File: config.mk
export PLATFORM = sky130hd
export DESIGN_NAME = stereo_level_meter_copy_check
export DESIGN_NICKNAME = d
export VERILOG_FILES = /design/src/rtl/core/slmcc_pkg.sv /design/src/rtl/core/stereo_level_meter_copy_check.sv
export SDC_FILE = /design/constraint.sdc
export NUM_CORES = 2
export LEC_CHECK = 0
export BUFFER_PORTS_ARGS = -buffer_cell sky130_fd_sc_hd__buf_2
export CAP_MARGIN = 0
export CORE_MARGIN = 2
export CORE_UTILIZATION = 25
export DETAILED_ROUTE_END_ITERATION = 12
export GPL_TIMING_DRIVEN = 0
export PLACE_DENSITY = 0.37
export SYNTH_ARGS = -nofsm -noshare
export SYNTH_HDL_FRONTEND = slang
export SYNTH_SLANG_ARGS = --single-unit
File: constraint.sdc
create_clock -name i_clk -period 26.6 [get_ports i_clk]
set_input_delay 5.32 -clock i_clk [delete_from_list [all_inputs] [get_ports i_clk]]
set_output_delay 5.32 -clock i_clk [all_outputs]
set_load 0.005 [all_outputs]
File: src/rtl/core/slmcc_pkg.sv
// Shared widths and constants for the stereo level meter with copy check.
`default_nettype none

package slmcc_pkg;

    localparam int IN_W   = 16;  // input sample port width
    localparam int SQ_W   = 53;  // square sum accumulator and output
    localparam int ACC_W  = 40;  // signed sample accumulator
    localparam int SUM_W  = 39;  // signed sum output
    localparam int PEAK_W = 16;  // peak output
    localparam int CNT_W  = 23;  // frame and equal-frame counters

    localparam logic [CNT_W-1:0] FRAME_COUNT_RESET = 23'd40000;

endpackage

`default_nettype wire

File: src/rtl/core/stereo_level_meter_copy_check.sv
// Top level of the stereo level meter with copy check.
// Takes one stereo frame per cycle and, after frame_count frames (zero acts
// as one), emits per channel the sum of squares, the signed sum and the peak
// magnitude plus the number of frames with equal left and right samples,
// then starts the next measurement from zero. Only the low SAMPLE_BITS bits
// of each sample port are used, sign-extended. The frame that completes the
// measurement passes the input register, which loads at acceptance, then the
// square register, then accumulators and output register, where its result
// is registered. The input stalls only while a result waits at a
// stalled output and the frame at the accumulators would complete the next
// measurement.
`default_nettype none

module stereo_level_meter_copy_check #(
    parameter int SAMPLE_BITS = 16
) (
    input  wire logic                                i_clk,
    input  wire logic                                i_rst_n,
    // configuration
    input  wire logic                                i_cfg_we,
    input  wire logic [slmcc_pkg::CNT_W-1:0]         i_cfg_data,
    // frame requests
    input  wire logic                                i_valid,
    output logic                                     o_stall,
    input  wire logic signed [slmcc_pkg::IN_W-1:0]   i_left_sample,
    input  wire logic signed [slmcc_pkg::IN_W-1:0]   i_right_sample,
    // result requests
    output logic                                     o_valid,
    input  wire logic                                i_stall,
    output logic [slmcc_pkg::SQ_W-1:0]               o_left_square_sum,
    output logic [slmcc_pkg::SQ_W-1:0]               o_right_square_sum,
    output logic signed [slmcc_pkg::SUM_W-1:0]       o_left_sum,
    output logic signed [slmcc_pkg::SUM_W-1:0]       o_right_sum,
    output logic [slmcc_pkg::PEAK_W-1:0]             o_left_peak,
    output logic [slmcc_pkg::PEAK_W-1:0]             o_right_peak,
    output logic [slmcc_pkg::CNT_W-1:0]              o_equal_count
);

    localparam int SB    = SAMPLE_BITS;
    localparam int RAW_W = (SB > slmcc_pkg::IN_W) ? SB : slmcc_pkg::IN_W;
    localparam int SQP_W = 2 * SB;

    // configuration register
    logic [slmcc_pkg::CNT_W-1:0] r_frame_count;

    // stage 1: input register
    logic                 r_v1;
    logic signed [SB-1:0] r_l1, r_r1;

    // stage 2: magnitude and square register
    logic                 r_v2;
    logic signed [SB-1:0] r_l2, r_r2;
    logic [SB-1:0]        r_lmag2, r_rmag2;
    logic [SQP_W-1:0]     r_lsq2, r_rsq2;
    logic                 r_eq2;

    // accumulators
    logic [slmcc_pkg::SQ_W-1:0]  r_lsq_acc, r_rsq_acc;
    logic [slmcc_pkg::ACC_W-1:0] r_lacc, r_racc;
    logic [SB-1:0]               r_lmax, r_rmax;
    logic [slmcc_pkg::CNT_W-1:0] r_same, r_frames;

    // output register
    logic r_ov;

    // input sign extension
    logic [slmcc_pkg::IN_W-1:0] l_bits, r_bits;
    logic [RAW_W-1:0]           l_raw, r_raw;
    logic signed [SB-1:0]       l_in, r_in;

    // stage 2 logic
    logic [SB-1:0]    l_mag, r_mag;

    // accumulate logic
    logic [slmcc_pkg::SQ_W-1:0]  n_lsq_acc, n_rsq_acc;
    logic [slmcc_pkg::ACC_W-1:0] n_lacc, n_racc;
    logic [SB-1:0]               n_lmax, n_rmax;
    logic [slmcc_pkg::CNT_W-1:0] n_same, n_frames;
    logic                        done;
    logic                        en_acc, adv2, adv1;

    assign l_bits = i_left_sample;
    assign r_bits = i_right_sample;
    assign l_raw  = RAW_W'(l_bits);
    assign r_raw  = RAW_W'(r_bits);
    assign l_in   = signed'(l_raw[SB-1:0]);
    assign r_in   = signed'(r_raw[SB-1:0]);

    assign l_mag = r_l1[SB-1] ? (~r_l1 + 1'b1) : r_l1;
    assign r_mag = r_r1[SB-1] ? (~r_r1 + 1'b1) : r_r1;

    always_comb begin
        n_lsq_acc = r_lsq_acc + slmcc_pkg::SQ_W'(r_lsq2);
        n_rsq_acc = r_rsq_acc + slmcc_pkg::SQ_W'(r_rsq2);
        n_lacc    = r_lacc + slmcc_pkg::ACC_W'(r_l2);
        n_racc    = r_racc + slmcc_pkg::ACC_W'(r_r2);
        n_lmax    = (r_lmag2 > r_lmax) ? r_lmag2 : r_lmax;
        n_rmax    = (r_rmag2 > r_rmax) ? r_rmag2 : r_rmax;
        n_same    = r_same + slmcc_pkg::CNT_W'(r_eq2);
        n_frames  = r_frames + 1'b1;
        done      = (r_frame_count == '0) || (n_frames >= r_frame_count);
    end

    // hold the accumulate stage only when it would finish into a blocked output
    assign en_acc  = !(r_v2 && done && r_ov && i_stall);
    assign adv2    = !r_v2 || en_acc;
    assign adv1    = !r_v1 || adv2;
    assign o_stall = !adv1;

    always_ff @(posedge i_clk) begin
        if (!i_rst_n) begin
            r_frame_count <= slmcc_pkg::FRAME_COUNT_RESET;
        end else if (i_cfg_we) begin
            r_frame_count <= i_cfg_data;
        end
    end

    // pipeline valids
    always_ff @(posedge i_clk) begin
        if (!i_rst_n) begin
            r_v1 <= 1'b0;
            r_v2 <= 1'b0;
        end else begin
            if (adv1) begin
                r_v1 <= i_valid;
            end
            if (adv2) begin
                r_v2 <= r_v1;
            end
        end
    end

    // pipeline payload
    always_ff @(posedge i_clk) begin
        if (adv1 && i_valid) begin
            r_l1 <= l_in;
            r_r1 <= r_in;
        end
        if (adv2 && r_v1) begin
            r_l2    <= r_l1;
            r_r2    <= r_r1;
            r_lmag2 <= l_mag;
            r_rmag2 <= r_mag;
            r_lsq2  <= SQP_W'(l_mag) * SQP_W'(l_mag);
            r_rsq2  <= SQP_W'(r_mag) * SQP_W'(r_mag);
            r_eq2   <= (r_l1 == r_r1);
        end
    end

    // accumulators: clear on the frame that ends a measurement
    always_ff @(posedge i_clk) begin
        if (!i_rst_n) begin
            r_lsq_acc <= '0;
            r_rsq_acc <= '0;
            r_lacc    <= '0;
            r_racc    <= '0;
            r_lmax    <= '0;
            r_rmax    <= '0;
            r_same    <= '0;
            r_frames  <= '0;
        end else if (r_v2 && en_acc) begin
            if (done) begin
                r_lsq_acc <= '0;
                r_rsq_acc <= '0;
                r_lacc    <= '0;
                r_racc    <= '0;
                r_lmax    <= '0;
                r_rmax    <= '0;
                r_same    <= '0;
                r_frames  <= '0;
            end else begin
                r_lsq_acc <= n_lsq_acc;
                r_rsq_acc <= n_rsq_acc;
                r_lacc    <= n_lacc;
                r_racc    <= n_racc;
                r_lmax    <= n_lmax;
                r_rmax    <= n_rmax;
                r_same    <= n_same;
                r_frames  <= n_frames;
            end
        end
    end

    // output register
    always_ff @(posedge i_clk) begin
        if (!i_rst_n) begin
            r_ov <= 1'b0;
        end else if (r_v2 && en_acc && done) begin
            r_ov <= 1'b1;
        end else if (!i_stall) begin
            r_ov <= 1'b0;
        end
    end

    always_ff @(posedge i_clk) begin
        if (r_v2 && en_acc && done) begin
            o_left_square_sum  <= n_lsq_acc;
            o_right_square_sum <= n_rsq_acc;
            o_left_sum         <= signed'(n_lacc[slmcc_pkg::SUM_W-1:0]);
            o_right_sum        <= signed'(n_racc[slmcc_pkg::SUM_W-1:0]);
            o_left_peak        <= slmcc_pkg::PEAK_W'(n_lmax);
            o_right_peak       <= slmcc_pkg::PEAK_W'(n_rmax);
            o_equal_count      <= n_same;
        end
    end

    assign o_valid = r_ov;

endmodule

`default_nettype wire

== Word-level counts from Yosys, hierarchy flattened ==
Cells that the tools add are included.

* Add/sub/neg operators: 8
* Multiply operators: 2
* $lt $le $gt $ge: 3
* Equal/unequal tests: 2
* Muxes and demuxes: 14
* Bitwise logic cells: 2
* Reductions and logical operators: 15

{| class="wikitable"
|+ Operator list
! cell !! number
|-
| $add A53 B32 Y53 || 2
|-
| $mux W53 || 2
|-
| $mux W16 || 6
|-
| $add A40 B40 Y40 || 2
|-
| $mux W40 || 2
|-
| $mul A16 B16 Y32 || 2
|-
| $mux W23 || 2
|-
| $add A16 B1 Y16 const B || 2
|-
| $gt A16 B16 Y1 || 2
|-
| $not A16 Y16 || 2
|-
| $add A23 B1 Y23 || 1
|-
| $add A23 B1 Y23 const B || 1
|-
| $ge A23 B23 Y1 || 1
|-
| $logic_not A23 Y1 || 1
|-
| $eq A16 B16 Y1 || 1
|-
| $logic_and A1 B1 Y1 || 7
|-
| $logic_not A1 Y1 || 4
|-
| $logic_or A1 B1 Y1 || 3
|-
| $mux W1 || 2
|-
| $ne A2 B1 Y1 const B || 1
|}

* Register bits after elaboration: 690
* Bits of input ports: 60
* Output and inout port bits: 241
* Logic and storage cells: 74

== Depth between registers and ports, before layout ==
* Depth in word-level cells: 10
* Mapped depth: 33
* Mapped depth without buffers: 32

== Least setup slack after synthesis ==
No wires, ideal clock.

* Kind: in2reg
* Start: input i_stall
* End: register o_equal_count[0] in the netlist's numbering (enable)
* Library setup time: 918 ps
* Arrival: 16795 ps
* Data required time: 25682 ps
* Setup slack: 8887 ps
* Cell stages on the path: 1
* Path buffers: 0
* Cells stage by stage: a21oi_1

* Cells in the longest elaborated chain, start to end: 4

{| class="wikitable"
|+ Ends and longest elaborated chain
! element !! RTL line !! RTL
|-
| start, declared || stereo_level_meter_copy_check.sv:29 || <nowiki>input wire logic i_stall,</nowiki>
|-
| $logic_and A1 B1 Y1 || stereo_level_meter_copy_check.sv:105 || <nowiki>assign en_acc = !(r_v2 && done && r_ov && i_stall);</nowiki>
|-
| $logic_not A1 Y1 || stereo_level_meter_copy_check.sv:105 ||
|-
| $logic_and A1 B1 Y1 (2 in series) || stereo_level_meter_copy_check.sv:196 || <nowiki>if (r_v2 && en_acc && done) begin</nowiki>
|-
| end signal, assigned || stereo_level_meter_copy_check.sv:203 || <nowiki>o_equal_count <= n_same;</nowiki>
|-
| end, declared || stereo_level_meter_copy_check.sv:36 || <nowiki>output logic [slmcc_pkg::CNT_W-1:0] o_equal_count</nowiki>
|}

Every way passes these cells.
A chain may end at the register's enable or synchronous reset.

== Worst setup path after layout ==
* Start: input i_stall
* End: output o_stall

* Cells in the longest elaborated chain, start to end: 5

{| class="wikitable"
|+ Ends and longest elaborated chain
! element !! RTL line !! RTL
|-
| $logic_and A1 B1 Y1 || stereo_level_meter_copy_check.sv:105 ||
|-
| $logic_not A1 Y1 || stereo_level_meter_copy_check.sv:105 ||
|-
| $logic_or A1 B1 Y1 || stereo_level_meter_copy_check.sv:106 || <nowiki>assign adv2 = !r_v2 || en_acc;</nowiki>
|-
| $logic_or A1 B1 Y1 || stereo_level_meter_copy_check.sv:107 || <nowiki>assign adv1 = !r_v1 || adv2;</nowiki>
|-
| $logic_not A1 Y1 || stereo_level_meter_copy_check.sv:108 || <nowiki>assign o_stall = !adv1;</nowiki>
|-
| end, declared || stereo_level_meter_copy_check.sv:24 || <nowiki>output logic o_stall,</nowiki>
|}

Every way passes these cells.

==> results.sh <==
export IMPL_post_cts_setup_buffers=0
export IMPL_cp_num_buf_inv=2
export IMPL_tightest_slew_ns=1.272
export IMPL_die_area_um2=192400
export IMPL_start_util=0.2515
export IMPL_num_nets_final=5727
export IMPL_cts_root_buf="clkbuf_16"
export IMPL_fp_dieH_um=438.6
export IMPL_routed_wl_mm=155.5
export IMPL_relSlewSlack=0.1493
export IMPL_vias=33620
export IMPL_syn_inst=4521
export IMPL_synthesis_area_um2=47230
export IMPL_cp_end_kind="primary output"
export IMPL_drt_iter0_drc=1834
export IMPL_synthFlopType="edfxtp_1"
export IMPL_crit_slowest_cell="nor2_1"
export IMPL_htree_levels=3
export IMPL_status="complete, but fails checks"
export IMPL_drive_above_1_share=0.1160
export IMPL_ios=301
export IMPL_max_freq_ghz=0.08590
export IMPL_grt_pass1_vias=34740
export IMPL_rsz0062_at_grt="false"
export IMPL_avgSynthCellArea_um2=10.45
export IMPL_final_common_cell="inv_1"
export IMPL_dp_slack_ns=14.98
export IMPL_synth_seq_cells=682
export IMPL_track_usage=0.1602
export IMPL_cpPeakStageDelay_ns=0.27
export IMPL_worstSkewPairLatency_ns=0.70
export IMPL_ant_nets=0
export IMPL_ys_types=100
export IMPL_start_kind="input port"
export IMPL_drv_cap=0
export IMPL_rows=159
export IMPL_cp_common_cell="buf_2"
export IMPL_drc_errors=40
export IMPL_final_period_utilization=0.4377
export IMPL_criticalPathCategory="in2out"
export IMPL_gr_total_overflow=0
export IMPL_die_w_um=438.6
export IMPL_yosysSeqAreaShare=0.3726
export IMPL_final_setup_tns_ns=0
export IMPL_routed_wire_length_per_instance_um=20.68
export IMPL_cts_inserted_buffers=86
export IMPL_hold_path_class="reg2reg"
export IMPL_finish_utilization=0.2944
export IMPL_cts_tree="yes"
export IMPL_grt_max_degree=32
export IMPL_slew_violations=0
export IMPL_hold_buffers=0
export IMPL_required_ns=21.28
export IMPL_io_buffers=298
export IMPL_yosys_warnings=0
export IMPL_crit_chain="buf_2 > nand2_1 > nor2_1 > and2_1 > buf_2"
export IMPL_synth_edff_count=394
export IMPL_hold_viol=0
export IMPL_area_delta_synth_final_pct=17.09
export IMPL_postLayoutSetupSlackWorst_ns=14.96
export IMPL_grt_pass1_wl_mm=229.9
export IMPL_synthArstFlopShare=0
export IMPL_cp_max_fo=3
export IMPL_cts_sinks=682
export IMPL_setup_viol_count_final=0
export IMPL_core_area_um2=187800
export IMPL_violations="design-rule violations"
export IMPL_skew_ns=0.03351
export IMPL_final_cell_mix="inv_1 (551), edfxtp_1 (394), ha_1 (392)"
export IMPL_drtPass1Iterations=9
export IMPL_clk_pin_slew_worst_paths_ns=0.06
export IMPL_crit_family="simple AND/OR/NAND/NOR gates"
export IMPL_cts_resized_gates=0
export IMPL_arrival_ns=6.32
export IMPL_final_area_um2=55290
export IMPL_period_needed_ns=11.64
export IMPL_dpl_cell_area_um2=52330
export IMPL_vias_per_cell=4.473
export IMPL_antenna_found_initial=7
export IMPL_gp_congestion=0.8187
export IMPL_dp_hpwl_mm=123.3
export IMPL_clk_path_buf_depth=3
## worst register-to-register path, delay by kind of cell (launching register included)
family	cells	cell delay [ns]
AND/OR/NAND/NOR	5	0.89
flip-flops	1	0.63
buffers and inverters	8	1.93
adder cells (fa/ha/maj)	8	3.66
AO/OA/AOI/OAI	8	2.43
XOR/XNOR	2	1.02
## final timing paths
kind | startpoint | end | slack (ns) | depth (start not counted)
min reg2reg | r_lsq_acc[46]$_SDFFE_PN0P_ | r_lsq_acc[46]$_SDFFE_PN0P_ | 0.46 | 1
max | i_stall | o_stall | 14.96 | 5
max reg2reg | r_r1[0]$_DFFE_PP_ | r_rsq2[30]$_DFFE_PP_ | 15.76 | 31
min | r_lsq_acc[46]$_SDFFE_PN0P_ | r_lsq_acc[46]$_SDFFE_PN0P_ | 0.46 | 1
## sequential cells by signal (all words and copies together), names as in the netlist, 30 cells and up
register and cells:
o_left_square_sum 53, o_right_square_sum 53, r_lsq_acc 53, r_rsq_acc 53, o_left_sum 39, o_right_sum 39, r_lacc 39, r_racc 39
r_lsq2 30, r_rsq2 30
## area by class of cell
| class | count | area, µm² |
|---|---|---|
| diodes | 4 | 10.01 |
| plain buffers | 149 | 614.3 |
| clock buffers | 107 | 2409 |
| clock inverters | 54 | 531.8 |
| fillers | 19710 | 132500 |
| inverters | 571 | 2143 |
| multi-input cells | 3139 | 26980 |
| flip-flops and latches | 682 | 17600 |
| well taps | 2495 | 3122 |
| repair buffers | 316 | 1888 |
## routing by layer
layer  vias to the layer above  GRT usage  share of wire  wire, µm
met5                         -          0              0         0
met1                     16360     0.2161           0.47     72730
li1                      16540          -              -         -
met4                         0    0.06296          0.038      5948
met3                       167    0.02023          0.035      5480
met2                       562     0.2599           0.46     71310
## through the flow
stage / hold slack, ns / instances
finish: 0.4567 / 7517
global route: 0.4763 / 7515
CTS: 0.4586 / 7512
detailed placement: 0.4444 / 7351
global placement: 0.4342 / 7334
floorplan: 0.4244 / 4541
## synthesized netlist by cell type (10+ instances only)
cell type	number	area, µm²
a211oi_1	20	150.1
a21boi_1	26	195.2
a21o_1	138	1036
a21oi_1	180	900.9
a22o_1	84	735.7
a22oi_1	103	773.2
a31oi_1	36	225.2
and2_1	38	237.7
and3_1	52	325.3
and4_1	13	113.9
buf_2	32	160.2
clkbuf_1	111	416.7
clkinv_1	12	45.04
dfxtp_1	288	5766
edfxtp_1	394	11830
fa_1	330	6606
ha_1	392	4905
inv_1	551	2068
mux2_2	33	371.6
mux2i_1	20	200.2
nand2_1	298	1119
nand2b_1	22	137.6
nand3_1	71	355.3
nand3b_1	24	180.2
nand4_1	44	275.3
nor2_1	262	983.4
nor2b_1	149	932.1
nor3_1	41	205.2
nor4_1	10	62.56
o211ai_1	28	210.2
o21a_1	38	285.3
o21ai_0	100	500.5
o21ai_1	32	160.2
o21bai_1	22	165.2
o31ai_1	35	262.8
or3_1	19	118.9
xnor2_1	210	1839
xor2_1	109	954.7
## logic make-up (layout without fill, tap and decap cells)
logic type | after synthesis | in the layout | synth area share
simple gates | 1077 | 1077 | 0.1132
flops | 682 | 682 | 0.3726
fa+ha+maj | 722 | 722 | 0.2437
mux | 53 | 53 | 0.01211
xor+xnor | 321 | 321 | 0.05985
buf+inv | 720 | 1197 | 0.05839
compound gates | 944 | 944 | 0.1399
other cells | 2 | 26 | 0.0001590
Power is not shown: default switching activity piles up to over one toggle a cycle in this logic, so the estimate is an artifact.
